===== src/e2q_pkg.sv =====
// ----------------------------------------------------------------------------
// e2q_pkg
// Shared types and constants for the Euler-to-quaternion pipeline.
// ----------------------------------------------------------------------------
package e2q_pkg;

    localparam int ANGLE_W = 16;
    localparam int QUAT_W  = 16;
    localparam int CW      = 34;   // CORDIC datapath width, Q2.30 plus growth
    localparam int ATAN_ENTRIES = 24;

    localparam logic signed [CW-1:0] FIX_K       = 34'sd652032874;
    localparam logic signed [CW-1:0] FIX_HALF_PI = 34'sd1686629713;
    localparam logic signed [CW-1:0] FIX_PI      = 34'sd3373259426;
    localparam logic signed [QUAT_W-1:0] OUT_MAX = 16'sd16384;

    typedef struct packed {
        logic signed [ANGLE_W-1:0] roll_angle;
        logic signed [ANGLE_W-1:0] pitch_angle;
        logic signed [ANGLE_W-1:0] yaw_angle;
    } t_angles;

    typedef struct packed {
        logic signed [QUAT_W-1:0] quat_w;
        logic signed [QUAT_W-1:0] quat_x;
        logic signed [QUAT_W-1:0] quat_y;
        logic signed [QUAT_W-1:0] quat_z;
    } t_quat;

    // Arctangent of 2^-i in Q2.30, truncated.
    function automatic logic signed [CW-1:0] atan_q30(input logic [4:0] idx);
        logic signed [CW-1:0] v;
        case (idx)
            5'd0:  v = 34'sd843314856;
            5'd1:  v = 34'sd497837829;
            5'd2:  v = 34'sd263043836;
            5'd3:  v = 34'sd133525158;
            5'd4:  v = 34'sd67021686;
            5'd5:  v = 34'sd33543515;
            5'd6:  v = 34'sd16775850;
            5'd7:  v = 34'sd8388437;
            5'd8:  v = 34'sd4194282;
            5'd9:  v = 34'sd2097149;
            5'd10: v = 34'sd1048575;
            5'd11: v = 34'sd524287;
            5'd12: v = 34'sd262143;
            5'd13: v = 34'sd131071;
            5'd14: v = 34'sd65535;
            5'd15: v = 34'sd32767;
            5'd16: v = 34'sd16383;
            5'd17: v = 34'sd8191;
            5'd18: v = 34'sd4095;
            5'd19: v = 34'sd2047;
            5'd20: v = 34'sd1023;
            5'd21: v = 34'sd511;
            5'd22: v = 34'sd255;
            5'd23: v = 34'sd127;
            default: v = '0;
        endcase
        return v;
    endfunction

endpackage


===== src/e2q_cordic.sv =====
// ----------------------------------------------------------------------------
// e2q_cordic
// Pipelined rotation-mode CORDIC producing cosine and sine of a half angle.
// One register stage per iteration plus an input stage; advances on i_en.
// ----------------------------------------------------------------------------
module e2q_cordic #(
    parameter int STAGES = 16
) (
    input  logic                                 i_clk,
    input  logic                                 i_en,
    input  logic signed [e2q_pkg::ANGLE_W-1:0]   i_angle,
    output logic signed [e2q_pkg::CW-1:0]        o_cos,
    output logic signed [e2q_pkg::CW-1:0]        o_sin
);
    localparam int CW = e2q_pkg::CW;
    localparam int NS = (STAGES < e2q_pkg::ATAN_ENTRIES) ? STAGES : e2q_pkg::ATAN_ENTRIES;

    logic signed [CW-1:0] r_x [NS+1];
    logic signed [CW-1:0] r_y [NS+1];
    logic signed [CW-1:0] r_z [NS+1];
    logic                 r_neg [NS+1];

    logic signed [CW-1:0] n_z0;
    logic                 n_neg0;

    // Quadrant fold of the half angle into the CORDIC range.
    always_comb begin
        n_z0   = {{(CW-e2q_pkg::ANGLE_W-16){i_angle[e2q_pkg::ANGLE_W-1]}}, i_angle, 16'd0};
        n_neg0 = 1'b0;
        if (n_z0 > e2q_pkg::FIX_HALF_PI) begin
            n_z0   = n_z0 - e2q_pkg::FIX_PI;
            n_neg0 = 1'b1;
        end else if (n_z0 < -e2q_pkg::FIX_HALF_PI) begin
            n_z0   = n_z0 + e2q_pkg::FIX_PI;
            n_neg0 = 1'b1;
        end
    end

    always_ff @(posedge i_clk) begin
        if (i_en) begin
            r_x[0]   <= e2q_pkg::FIX_K;
            r_y[0]   <= '0;
            r_z[0]   <= n_z0;
            r_neg[0] <= n_neg0;
        end
    end

    // One micro-rotation per stage.
    for (genvar g = 0; g < NS; g++) begin : g_stage
        logic signed [CW-1:0] dx, dy, at;
        assign dx = r_y[g] >>> g;
        assign dy = r_x[g] >>> g;
        assign at = e2q_pkg::atan_q30(5'(g));
        always_ff @(posedge i_clk) begin
            if (i_en) begin
                if (!r_z[g][CW-1]) begin
                    r_x[g+1] <= r_x[g] - dx;
                    r_y[g+1] <= r_y[g] + dy;
                    r_z[g+1] <= r_z[g] - at;
                end else begin
                    r_x[g+1] <= r_x[g] + dx;
                    r_y[g+1] <= r_y[g] - dy;
                    r_z[g+1] <= r_z[g] + at;
                end
                r_neg[g+1] <= r_neg[g];
            end
        end
    end

    assign o_cos = r_neg[NS] ? -r_x[NS] : r_x[NS];
    assign o_sin = r_neg[NS] ? -r_y[NS] : r_y[NS];
endmodule


===== config.mk =====
export PLATFORM = sky130hd
export DESIGN_NAME = e2q_cordic
export DESIGN_NICKNAME = d
export VERILOG_FILES = /design/src/e2q_pkg.sv /design/src/e2q_cordic.sv
export SDC_FILE = /design/constraint.sdc
export NUM_CORES = 2
export LEC_CHECK = 0
export BUFFER_PORTS_ARGS = -buffer_cell sky130_fd_sc_hd__buf_2
export CORE_MARGIN = 1
export CORE_UTILIZATION = 59
export CTS_CLUSTER_SIZE = 28
export DETAILED_ROUTE_END_ITERATION = 10
export MAX_ROUTING_LAYER = met4
export PLACE_DENSITY_LB_ADDON = 0.08
export REMOVE_ABC_BUFFERS = 1
export SETUP_SLACK_MARGIN = 0.2
export SYNTH_ARGS = -nofsm -noshare
export SYNTH_HDL_FRONTEND = slang
export SYNTH_SLANG_ARGS = --single-unit

===== constraint.sdc =====
create_clock -name i_clk -period 5.7 [get_ports i_clk]
set_input_delay 0.285 -clock i_clk [delete_from_list [all_inputs] [get_ports i_clk]]
set_output_delay 0.285 -clock i_clk [all_outputs]
set_load 0.01 [all_outputs]

==> metrics.cfg <==
[placement]
gp_congestion=0.9867
dp_worst_setup_slack_ns=0.09149
port_buffers=85
place_area_um2=130600
hpwl_um=263100

[logic_synthesis]
ys.flop_type=edfxtp_1
synthTopCellsByArea=edfxtp_1 35%, ha_1 14%, xnor2_1 9.0%
synth_cell_type_count=91
post_synth.cell_area_avg_um2=9.627
syn_area_um2=126400
yosys_warnings=0
synthCells=13130
synth_edf_count=1493
async_flop_share_pct=0
yosysSeqAreaShare_pct=35.48
netlist.area_leader.share_pct=35.48
synth-seq-cells=1493
yosys.area.top_type=edfxtp_1

[cells_and_area]
fillers=17250
drive_above_1_share_pct=5.046
fin_util_pct=64.36
stdcell_area_um2=136800
area_growth_syn_to_layout_pct=8.239
nets=14820

[drt]
drtAntennaViolNets=0
avgRoutedWirePerCell_um=20.38
drt_iter0_drc=9197
first_pass_iters=11
wl_um=332300
vias=101000
drc=30
viasPerCell=6.198

[critical_path]
cp_max_fo=6
crit_arrival_ns=5.81
critPathCaptureType=flop
path_class=flop to flop
r2r_slack_ns=0.46
critPathRequiredTime_ns=6.27
start_kind=flop

[clocking]
clk_pin_slew_worst_paths_ns=0.07
clock_latency_ns=0.84
ctsRootBufferMaster=clkbuf_16
cts.sinks=1493
numCtsBuffers=172
cts_tree=yes
h-tree-depth=4
clockBufferDepth=3

[grt]
grt_pass1_vias=96300
grt_max_degree=180
grt-ovfl-total=0
grt_antenna_before_repair=2
grt.total_usage_pct=30.92
grt_pass1_wl_um=523200

[hold_path]
min_path_type=primary input to flop

[sta]
fmax_mhz=191.0
fin_tns_setup_ns=0
setup_viol=0
min_period_ns=5.237
setup_ws_ns=0.4634
max-slew-margin-rel_pct=24.28
period_share_pct=91.87
worst_pin_slew_ns=1.128
fin_skew_ns=0.04173
slew_viol_final=0
rsz0062_at_grt=no
hold_viol_final=0

[floorplan]
die_h_um=464.8
start_util_pct=59.46
ios=86
num_rows=169
core-area_um2=212500
dieArea_um2=216000
die_width_um=464.8

[outcome]
violations=DRC
outcome=finished with violations

[run]
cap_violations=0

-- Yosys cell counts, types with 232 or more instances --
master and instances:
a21o_1 664, a21oi_1 1355, edfxtp_1 1493, ha_1 1430
inv_1 563, nand2_1 728, nand3_1 232, nor2_1 985
nor3_1 292, o21ai_0 708, xnor2_1 1305, xor2_1 643
-- path summary, 6_finish.rpt --
path	startpoint	end	depth (start not counted)
worst min-delay path	i_angle[3]	r_z[0][20]$_DFFE_PP_	4
worst min register to register	r_neg[6]$_DFFE_PP_	r_neg[7]$_DFFE_PP_	0
worst max register to register	r_y[7][12]$_DFFE_PP_	r_x[8][33]$_DFFE_PP_	19
worst max-delay path	r_y[7][12]$_DFFE_PP_	r_x[8][33]$_DFFE_PP_	19
-- area by class of cell --
| cell class | count | area, um^2 | area share, % |
|---|---|---|---|
| diodes | 4 | 10.01 | 0.007319 |
| clock buffers | 196 | 4437 | 3.244 |
| clock inverters | 122 | 1401 | 1.025 |
| inverters | 566 | 2125 | 1.553 |
| multi-input cells | 10860 | 78720 | 57.56 |
| flip-flops and latches | 1493 | 44830 | 32.78 |
| well taps | 2821 | 3530 | 2.581 |
| repair buffers | 242 | 1710 | 1.251 |
-- placed cells by master (no fill, tap or decap), types with 174 or more instances in the layout --
| master | n |
|---|---|
| a21o_1 | 664 |
| a21oi_1 | 1354 |
| clkbuf_16 | 174 |
| edfxtp_1 | 1493 |
| ha_1 | 1430 |
| inv_1 | 556 |
| nand2_1 | 726 |
| nand2b_1 | 217 |
| nand3_1 | 232 |
| nor2_1 | 984 |
| nor2b_1 | 201 |
| nor3_1 | 289 |
| o21ai_0 | 707 |
| o21bai_1 | 188 |
| xnor2_1 | 1305 |
| xor2_1 | 643 |
-- logic make-up (layout without fill, tap and decap cells) --
kind of cell,after synthesis,after routing,share of synthesized area (%)
fa+ha+maj,1474,1474,14.86
buf+inv,776,1126,2.314
mux,113,113,0.9466
flops,1493,1493,35.48
other cells,0,4,0
compound gates,4019,4019,20.19
simple gates,3300,3300,12.68
xor+xnor,1950,1950,13.53
-- critical path, cell delays in order, from the launching register on --
cell	delay, ns
edfxtp_1	0.43
or3_1	0.42
or3_1	0.42
or3b_2	0.53
o31ai_1	0.20
buf_4	0.16
xnor2_1	0.11
ha_1	0.32
a21o_1	0.18
a21o_1	0.17
a221oi_1	0.25
o21ai_0	0.20
a221o_1	0.39
a2111oi_1	0.40
buf_4	0.18
or3_1	0.12
a21oi_1	0.08
a21o_1	0.19
a21oi_1	0.17
xnor2_1	0.08
-- sequential cells by signal (all words and copies together), names as in the netlist --
signal  flops
r_y       511
r_x       484
r_z       482
r_neg      16
-- per-stage QoR --
step / hold WS (ns) / cells
floorplan: 0.3975 / 12920
global placement: 0.4013 / 15960
detailed placement: 0.4056 / 15960
CTS: 0.01208 / 16300
global route: 0.09079 / 16300
finish: 0.1054 / 16300
-- routing by layer --
| layer | up-vias | global-route usage (%) | share of wire [%] |
|---|---|---|---|
| met5 | - | - | 0 |
| met4 | 0 | 10.33 | 3.6 |
| met3 | 589 | 3.450 | 6.0 |
| met2 | 3233 | 49.25 | 46 |
| met1 | 47970 | 41.05 | 45 |
| li1 | 49250 | - | - |
-- timing repair --
item	4_1_cts	5_1_grt
setup endpoints to repair	3	26
hold buffers	20	0
setup buffers	0	1
resized for setup	2	23
pin swaps	0	1
hold endpoints to repair	36	0
Power is left out: the tool's default activity adds up to more than one toggle a clock period on the data nets, which glitch-free logic cannot reach.
